$ cat config.mk
export PLATFORM = sky130hd
export DESIGN_NAME = integer_kth_root
export DESIGN_NICKNAME = d
export VERILOG_FILES = /design/src/rtl/ikr_pkg.sv /design/src/rtl/integer_kth_root.sv /design/src/rtl/ikr_mul.sv
export SDC_FILE = /design/constraint.sdc
export NUM_CORES = 2
export LEC_CHECK = 0
export ABC_AREA = 1
export ABC_CLOCK_PERIOD_IN_PS = 28300
export BUFFER_PORTS_ARGS = -buffer_cell sky130_fd_sc_hd__buf_2
export CELL_PAD_IN_SITES_DETAIL_PLACEMENT = 1
export CELL_PAD_IN_SITES_GLOBAL_PLACEMENT = 1
export CORE_AREA = 2 2 322 324
export CTS_BUF_LIST = sky130_fd_sc_hd__clkbuf_2 sky130_fd_sc_hd__clkbuf_4 sky130_fd_sc_hd__clkbuf_8
export DETAILED_ROUTE_END_ITERATION = 7
export DIE_AREA = 0 0 324 326
export GPL_TIMING_DRIVEN = 0
export PLACE_DENSITY_LB_ADDON = 0.1
export SYNTH_ARGS = -nofsm -noshare
export SYNTH_HDL_FRONTEND = slang
export SYNTH_SLANG_ARGS = --single-unit
export TNS_END_PERCENT = 50
$ cat constraint.sdc
create_clock -name clock -period 28.3 [get_ports clock]
set_input_delay 1.415 -clock clock [delete_from_list [all_inputs] [get_ports clock]]
set_output_delay 1.415 -clock clock [all_outputs]
set_load 0.05 [all_outputs]
$ cat src/rtl/ikr_pkg.sv
package ikr_pkg;

   localparam int RADICAND_W = 64;
   localparam int DEGREE_W   = 7;
   localparam int ROOT_W     = 64;

   typedef struct packed {
      logic [RADICAND_W-1:0] radicand;
      logic [DEGREE_W-1:0]   degree;
   } req_type;

   typedef struct packed {
      logic [ROOT_W-1:0] root;
      logic              bad_degree;
   } rsp_type;

endpackage

$ cat src/rtl/integer_kth_root.sv
// channel | direction | word                      | handshake
// req     | in        | radicand, degree          | req_valid / req_ready
// rsp     | out       | root, bad_degree          | rsp_valid / rsp_ready
//
// one word at a time; req_ready is high only while no word is being worked on
// degree 0, degree 1 and radicand 0 or 1: straight from accept to ST_FINISH
// otherwise ST_BOUND steps that size the root, then one probe per root bit,
// each probe up to degree multiplies (ST_MUL_LO, ST_MUL_HI when the high half is
// nonzero, ST_CHECK) on the one shared half-width multiplier
// reset is synchronous and clears the sequencer and rsp_valid
// a result held by rsp_ready low does not stop the next word from being accepted
module integer_kth_root #(
   parameter int DATA_WIDTH = 64
) (
   input  logic            clock,
   input  logic            reset,
   input  logic            req_valid,
   output logic            req_ready,
   input  ikr_pkg::req_type req_data,
   output logic            rsp_valid,
   input  logic            rsp_ready,
   output ikr_pkg::rsp_type rsp_data
);

   import ikr_pkg::*;

   localparam int HW = (DATA_WIDTH + 1) / 2;
   localparam int LW = DATA_WIDTH - HW;
   localparam int SW = 3 * HW + 1;

   typedef enum logic [5:0] {
      ST_IDLE   = 6'b000001,
      ST_BOUND  = 6'b000010,
      ST_MUL_LO = 6'b000100,
      ST_MUL_HI = 6'b001000,
      ST_CHECK  = 6'b010000,
      ST_FINISH = 6'b100000
   } state_type;

   state_type state_ff, state_in;

   logic [DATA_WIDTH-1:0] x_ff, x_in;
   logic [DEGREE_W-1:0]   deg_ff, deg_in;
   logic [DEGREE_W-1:0]   rem_ff, rem_in;
   logic [DEGREE_W-1:0]   cnt_ff, cnt_in;
   logic [HW-1:0]         mask_ff, mask_in;
   logic [HW-1:0]         root_ff, root_in;
   logic [DATA_WIDTH-1:0] acc_ff, acc_in;
   logic [2*HW-1:0]       plo_ff, plo_in;
   logic                  hi_used_ff, hi_used_in;
   logic [DATA_WIDTH-1:0] res_ff, res_in;
   logic                  bad_ff, bad_in;
   logic                  rsp_valid_ff, rsp_valid_in;
   rsp_type               rsp_data_ff, rsp_data_in;

   logic [DATA_WIDTH-1:0] x_new;
   logic [HW-1:0]         cand;
   logic [HW-1:0]         mul_a;
   logic [2*HW-1:0]       mul_p;
   logic [LW-1:0]         acc_hi;
   logic [SW-1:0]         sum;
   logic                  exceed;
   logic                  load_rsp;

   assign x_new  = req_data.radicand[DATA_WIDTH-1:0];
   assign cand   = root_ff | mask_ff;
   assign acc_hi = acc_ff[DATA_WIDTH-1:HW];
   assign mul_a  = (state_ff == ST_MUL_HI) ? HW'(acc_hi) : acc_ff[HW-1:0];

   ikr_mul #(
      .WIDTH(HW)
   ) u_mul (
      .clock(clock),
      .a    (mul_a),
      .b    (cand),
      .prod (mul_p)
   );

   assign sum    = hi_used_ff ? ((SW'(mul_p) << HW) + SW'(plo_ff)) : SW'(mul_p);
   assign exceed = sum > SW'(x_ff);

   assign load_rsp  = (state_ff == ST_FINISH) && (!rsp_valid_ff || rsp_ready);
   assign req_ready = (state_ff == ST_IDLE);
   assign rsp_valid = rsp_valid_ff;
   assign rsp_data  = rsp_data_ff;

   always_comb begin
      state_in     = state_ff;
      x_in         = x_ff;
      deg_in       = deg_ff;
      rem_in       = rem_ff;
      cnt_in       = cnt_ff;
      mask_in      = mask_ff;
      root_in      = root_ff;
      acc_in       = acc_ff;
      plo_in       = plo_ff;
      hi_used_in   = hi_used_ff;
      res_in       = res_ff;
      bad_in       = bad_ff;
      rsp_valid_in = rsp_valid_ff;
      rsp_data_in  = rsp_data_ff;

      if (rsp_valid_ff && rsp_ready) begin
         rsp_valid_in = 1'b0;
      end

      unique case (state_ff)
         ST_IDLE: begin
            if (req_valid) begin
               x_in    = x_new;
               deg_in  = req_data.degree;
               rem_in  = DEGREE_W'(DATA_WIDTH);
               mask_in = HW'(1);
               root_in = '0;
               priority if (req_data.degree == '0) begin
                  res_in   = '0;
                  bad_in   = 1'b1;
                  state_in = ST_FINISH;
               end else if (req_data.degree == DEGREE_W'(1) || x_new < DATA_WIDTH'(2)) begin
                  res_in   = x_new;
                  bad_in   = 1'b0;
                  state_in = ST_FINISH;
               end else begin
                  bad_in   = 1'b0;
                  state_in = ST_BOUND;
               end
            end
         end
         ST_BOUND: begin
            if (rem_ff <= deg_ff) begin
               acc_in   = DATA_WIDTH'(1);
               cnt_in   = deg_ff;
               state_in = ST_MUL_LO;
            end else begin
               rem_in  = rem_ff - deg_ff;
               mask_in = mask_ff << 1;
            end
         end
         ST_MUL_LO: begin
            hi_used_in = (acc_hi != '0);
            state_in   = (acc_hi != '0) ? ST_MUL_HI : ST_CHECK;
         end
         ST_MUL_HI: begin
            plo_in   = mul_p;
            state_in = ST_CHECK;
         end
         ST_CHECK: begin
            if (!exceed && cnt_ff != DEGREE_W'(1)) begin
               acc_in   = sum[DATA_WIDTH-1:0];
               cnt_in   = cnt_ff - DEGREE_W'(1);
               state_in = ST_MUL_LO;
            end else begin
               if (!exceed) begin
                  root_in = cand;
               end
               mask_in = mask_ff >> 1;
               if (mask_ff == HW'(1)) begin
                  res_in   = DATA_WIDTH'(exceed ? root_ff : cand);
                  state_in = ST_FINISH;
               end else begin
                  acc_in   = DATA_WIDTH'(1);
                  cnt_in   = deg_ff;
                  state_in = ST_MUL_LO;
               end
            end
         end
         ST_FINISH: begin
            if (load_rsp) begin
               rsp_valid_in           = 1'b1;
               rsp_data_in.root       = ROOT_W'(res_ff);
               rsp_data_in.bad_degree = bad_ff;
               state_in               = ST_IDLE;
            end
         end
         default: begin
            state_in = ST_IDLE;
         end
      endcase
   end

   always_ff @(posedge clock) begin
      if (reset) begin
         state_ff     <= ST_IDLE;
         rsp_valid_ff <= 1'b0;
      end else begin
         state_ff     <= state_in;
         rsp_valid_ff <= rsp_valid_in;
      end
   end

   always_ff @(posedge clock) begin
      x_ff        <= x_in;
      deg_ff      <= deg_in;
      rem_ff      <= rem_in;
      cnt_ff      <= cnt_in;
      mask_ff     <= mask_in;
      root_ff     <= root_in;
      acc_ff      <= acc_in;
      plo_ff      <= plo_in;
      hi_used_ff  <= hi_used_in;
      res_ff      <= res_in;
      bad_ff      <= bad_in;
      rsp_data_ff <= rsp_data_in;
   end

endmodule

$ cat src/rtl/ikr_mul.sv
module ikr_mul #(
   parameter int WIDTH = 32
) (
   input  logic               clock,
   input  logic [WIDTH-1:0]   a,
   input  logic [WIDTH-1:0]   b,
   output logic [2*WIDTH-1:0] prod
);

   logic [2*WIDTH-1:0] prod_ff;
   logic [2*WIDTH-1:0] prod_in;

   assign prod_in = a * b;
   assign prod    = prod_ff;

   always_ff @(posedge clock) begin
      prod_ff <= prod_in;
   end

endmodule

# Word-level counts from Yosys, hierarchy flattened

Index checks and enable logic that the tools add are counted.

Memory bits (writable): 0
Bits in latches: 0
Memories kept: 0
Memory bits (read-only): 0
Register bits after elaboration: 479
Word-level logic and storage cells: 104

$mul: 1
$add $sub $neg: 3
$lt $le $gt $ge: 3
Divide/modulo/power cells: 0
Equality and inequality tests: 18
Multiplexer cells: 41
Shift operators: 0
Reduce and logical (&&, ||, !) cells: 21
Bitwise logic cells: 1

Operators by type and width:

| kind                                                   | count |
|---|---|
| 2-to-1 mux 64 bit                                      | 8 |
| 2-to-1 mux 32 bit                                      | 8 |
| case mux 64 bit (2 select lines)                       | 2 |
| adder 96 x 64 -> 97 bit                                | 1 |
| > comparator 97 x 64 -> 1 bit                          | 1 |
| 2-to-1 mux 97 bit                                      | 1 |
| case mux 32 bit (3 select lines)                       | 1 |
| < comparator 64 x 2 -> 1 bit (second input constant)   | 1 |
| multiplier 32 x 32 -> 64 bit                           | 1 |
| case mux 32 bit (2 select lines)                       | 1 |
| 2-to-1 mux 6 bit                                       | 7 |
| case mux 6 bit (6 select lines)                        | 1 |
| 2-to-1 mux 7 bit                                       | 5 |
| == test 32 x 1 -> 1 bit (second input constant)        | 1 |
| bitwise OR 32 bit                                      | 1 |
| nonzero test 32 bit                                    | 1 |
| case mux 7 bit (2 select lines)                        | 2 |
| inequality test 2 bit (second input constant)          | 7 |
| AND reduction 3 bit                                    | 3 |
| AND reduction 4 bit                                    | 2 |
| == test 7 x 1 -> 1 bit (second input constant)         | 1 |
| less-or-equal comparator 7 bit                         | 1 |
| logical NOT 7 bit                                      | 1 |
| inequality test 7 x 1 -> 1 bit (second input constant) | 1 |
| other kinds (19)                                       | 29 |

# Depth between registers and ports, before layout

Depth in word-level cells: 7
Gate-level depth with buffers: 41
Depth with buffers taken out: 39

# By module

From an unflattened synthesis, not the netlist that was laid out.

Cell total of the unflattened synthesis: 7,638
Area total of the unflattened synthesis: 60,483.0 um^2

Modules (own cells, without submodules):

| module           | area each (um^2) | times used | sequential area each (um^2) | cells an instance |
|---|---|---|---|---|
| ikr_mul          | 37,617.3         | 1          | 1,281.2                     | 5,082 |
| integer_kth_root | 22,865.7         | 1          | 12,391.9                    | 2,556 |

# Worst setup path before layout

Ideal clock, no wire load.

Kind: reg-to-reg
From: register state_ff[5]
To: register u_mul.prod_ff[61], in the netlist u_mul.prod[61]
Setup slack: 18.348 ns
Cell stages (with the launch flop): 36
Buffers on the path: 2
Clock period less this slack: 9.952 ns
Data arrival time: 9.827 ns
Setup time: 0.125 ns
Data required time: 28.175 ns
Cell sequence: dfxtp_1 > nor2_1 > inv_1 > nor4_2 > clkbuf_1 > or2_2 > o21ai_0 > inv_1 > clkbuf_1 > nand2_1 > fa_1 > inv_1 > fa_1 > fa_1 > inv_1 > fa_1 > inv_1 > fa_1 > inv_1 > fa_1 > inv_1 > fa_1 > inv_1 > fa_1 > inv_1 > ha_1 > nand2_1 > nor2_1 > inv_1 > nor3_1 > a21oi_1 > o21ai_0 > a21oi_1 > o21ai_0 > a31oi_1 > xor2_1

Cells in the longest elaborated chain, start to end: 3

Ends and longest elaborated chain:

| element                      | RTL line                | source |
|---|---|---|
| start, declared              | integer_kth_root.sv:40  | `state_type state_ff, state_in;` |
| start signal, assigned       | integer_kth_root.sv:186 | `state_ff <= state_in;` |
| == test 6 x 4 -> 1 bit       | integer_kth_root.sv:68  | `assign mul_a = (state_ff == ST_MUL_HI) ? HW'(acc_hi) : acc_ff[HW-1:0];` |
| 2-to-1 mux 32 bit            | integer_kth_root.sv:68  |  |
| multiplier 32 x 32 -> 64 bit | ikr_mul.sv:13           | `assign prod_in = a * b;` |
| net u_mul.prod_in[61]        | ikr_mul.sv:11           | `logic [2*WIDTH-1:0] prod_in;` |
| end signal, assigned         | ikr_mul.sv:17           | `prod_ff <= prod_in;` |
| end, declared                | ikr_mul.sv:10           | `logic [2*WIDTH-1:0] prod_ff;` |

The timed path passes the listed nets, and every way through them passes these cells.
A chain may end at the register's enable or synchronous reset.

# Worst setup path in the final report

Ends and elaborated chain as after synthesis.

==> out/qor.csv <==
metric,value,unit
crit_fanout,10,
ys_seq_elements,479,
final_layout_size_suffix_gt1_frac,0.07526,
final_cells,8047,
cp.arrival,13750,ps
skew,55.79,ps
cts_resized,0,
postLayoutCoreUtil,0.5902,
violations,"max-capacitance violations, max-slew violations",
grt_remaining_overflow,0,
top_level_ports,142,
cts_inserted_buffers,76,
rsz0062_at_grt,no,
area_growth,8.536,%
initial_utilization,0.5438,
die_area,105600,um^2
rrSetupSlack,15120,ps
hold_viol_final,0,
remaining_drc_errors,0,
start_kind,flop,
grt_pass1_wl,341300,um
vias,48280,
met3_wirelength,30830,um
path_clk_slew,70,ps
grt_max_degree,42,
tightest_slew,1604,ps
cts_root_buf,clkbuf_8,
cp.required,28870,ps
endpoint,u_mul.prod[61]$_DFF_P_,
drtPass1Iterations,6,
synth_edf_count,408,
hpwl,193200,um
num_rows,118,
synthArstFlopShare,0,
netlist_instances,6345,
cts_tree,done,
grt_usage,0.4537,
route.top_layer_used,met5,
setup_viol,0,
drv_cap,7,
drv_slew,52,
core,102600,um^2
critPathLaunch,state_ff[5]$_SDFFE_PP0P_,
avgSynthCellArea,8.795,um^2
htreeDepth,3,
r2r_end,u_mul.prod[61]$_DFF_P_,
antenna_found_initial,16,
cts_hold_buf,0,
die_h,326,um
cts_buffer_depth,3,
die_w,324,um
min_period_over_period,0.4659,
crit-reg2reg-launch,state_ff[5]$_SDFFE_PP0P_,
seq_area_frac_synth,0.2450,
hold_start,res_ff[16]$_DFFE_PP_,
cpPeakStageDelay,1090,ps
ys_types,64,
slew_headroom,-0.07888,
synth_nets,7686,
crit_slowest_cell,clkbuf_1,
rr_worst_depth,32,
ys.warnings.count,0,
period_needed,13180,ps
min_path_type,flop to flop,
fill_cells,12170,
cp-end-kind,flop,
portBuffers,141,
drt-initial-drc-count,5405,
ant_nets,0,
syn_area,55800,um^2
via_per_inst,5.999,
clkLatencyLatePin,730,ps
grt_pass1_vias,50960,
fmax,75.84,MHz
drt-total-wl,235800,um
status,finished with violations,
tns,0,ps
avgRoutedWirePerCell,29.31,um
synth_ff_type,edfxtp_1,
clock-sinks,479,
place.gp.congestion,1.035,
fin_hold_ws,413.4,ps
drt-met1-wl,88500,um
met2WireLength,101100,um
fin_nets,7937,
cp_common_cell,fa_1,
criticalPathCategory,flop to flop,
post_cts_buffers,0,
place_inst,7897,
## cell usage in the layout, fill, tap and decap left out, types with 80 or more instances in the layout
master,count
clkbuf_8,80
a21oi_1,132
buf_2,144
inv_1,1440
o21ai_0,181
nor2_1,873
edfxtp_1,408
nand2_1,1120
ha_1,368
fa_1,898
nand3_1,101
clkbuf_1,186
## metrics by stage
| step | setup WS (ps) | cell area (um^2) |
|---|---|---|
| after floorplan | 18350 | 55800 |
| after global placement | 13940 | 58230 |
| after detailed placement | 15670 | 58920 |
| after CTS | 15610 | 60530 |
| after global routing | 14890 | 60540 |
| final | 15120 | 60570 |
## synthesized netlist by cell type (6+ instances only)
cell,count,area [um^2]
a21boi_0,6,45.04
dfxtp_1,71,1421
a21oi_1,132,660.6
xnor2_1,24,210.2
o21bai_1,7,52.55
o21ai_1,18,90.09
fa_1,898,17980
o21ai_0,184,920.9
a31oi_1,25,156.4
nor2_1,890,3341
a21oi_2,21,183.9
clkinv_1,10,37.54
xor2_1,77,674.4
edfxtp_1,408,12250
nor4_1,48,300.3
buf_6,7,78.83
nor3_1,28,140.1
nand2_1,1120,4204
nand4_1,33,206.5
inv_2,11,41.29
o21a_1,9,67.56
clkbuf_1,187,701.9
o22ai_1,30,187.7
nand3_1,101,505.5
or2_2,63,394.1
nor2_2,53,331.6
ha_1,368,4604
inv_1,1440,5405
o211ai_1,7,52.55
## final cells by class
cell class | count | area, um^2 | share of cell area
Antenna cell | 10 | 25.02 | 0.0004132
Buffer | 202 | 818.3 | 0.01351
Clock buffer | 92 | 1191 | 0.01967
Clock inverter | 47 | 422.9 | 0.006983
Inverter | 1462 | 5490 | 0.09065
Multi-Input combinational cell | 4202 | 35930 | 0.5933
Sequential cell | 479 | 13670 | 0.2258
Tap cell | 1380 | 1727 | 0.02851
Timing Repair Buffer | 173 | 1284 | 0.02120
## worst min-delay path by stage
stage               cells past startpoint  slack (ps)                      to
global placement                        0         400   rsp_data[2]$_DFFE_PP_
floorplan                               0         400   rsp_data[0]$_DFFE_PP_
CTS                                     0         410  rsp_data[46]$_DFFE_PP_
finish                                  0         410  rsp_data[17]$_DFFE_PP_
global route                            0         420  rsp_data[57]$_DFFE_PP_
detailed placement                      0         410  rsp_data[23]$_DFFE_PP_
## cell families (layout without fill, tap and decap cells)
group | Yosys count | in the layout | synth area share
mux | 1 | 1 | 0.0001794
fa+ha+maj | 1266 | 1266 | 0.4047
compound gates | 463 | 463 | 0.04691
other cells | 0 | 10 | 0
xor+xnor | 101 | 101 | 0.01585
buf+inv | 1664 | 1976 | 0.1130
flops | 479 | 479 | 0.2450
simple gates | 2371 | 2371 | 0.1744
## flip-flops by register name, summed over array words and instances (netlist names)
name,flops
rsp_data,65
acc_ff,64
plo_ff,64
res_ff,64
u_mul.prod,64
x_ff,64
mask_ff,32
root_ff,32
cnt_ff,7
deg_ff,7
rem_ff,7
state_ff,6
bad_ff,1
hi_used_ff,1
rsp_valid,1
## routing by layer
metal,vias to the layer above,track usage
met5,-,0
met4,6,0.2477
met3,754,0.1395
met2,3196,0.6606
met1,24630,0.6059
li1,19690,-
## critical path: cells and delay by family (launching register included)
family | cells | cell delay, ps
adders and majority gates | 9 | 4810
buffers and inverters | 10 | 3330
AOI/OAI and AO/OA | 6 | 2370
and+or+nand+nor | 6 | 1950
DFF | 1 | 340
xor gates and xnor gates | 1 | 190
Power is not shown: default switching activity piles up to over one toggle a cycle in this logic, so the estimate is an artifact.
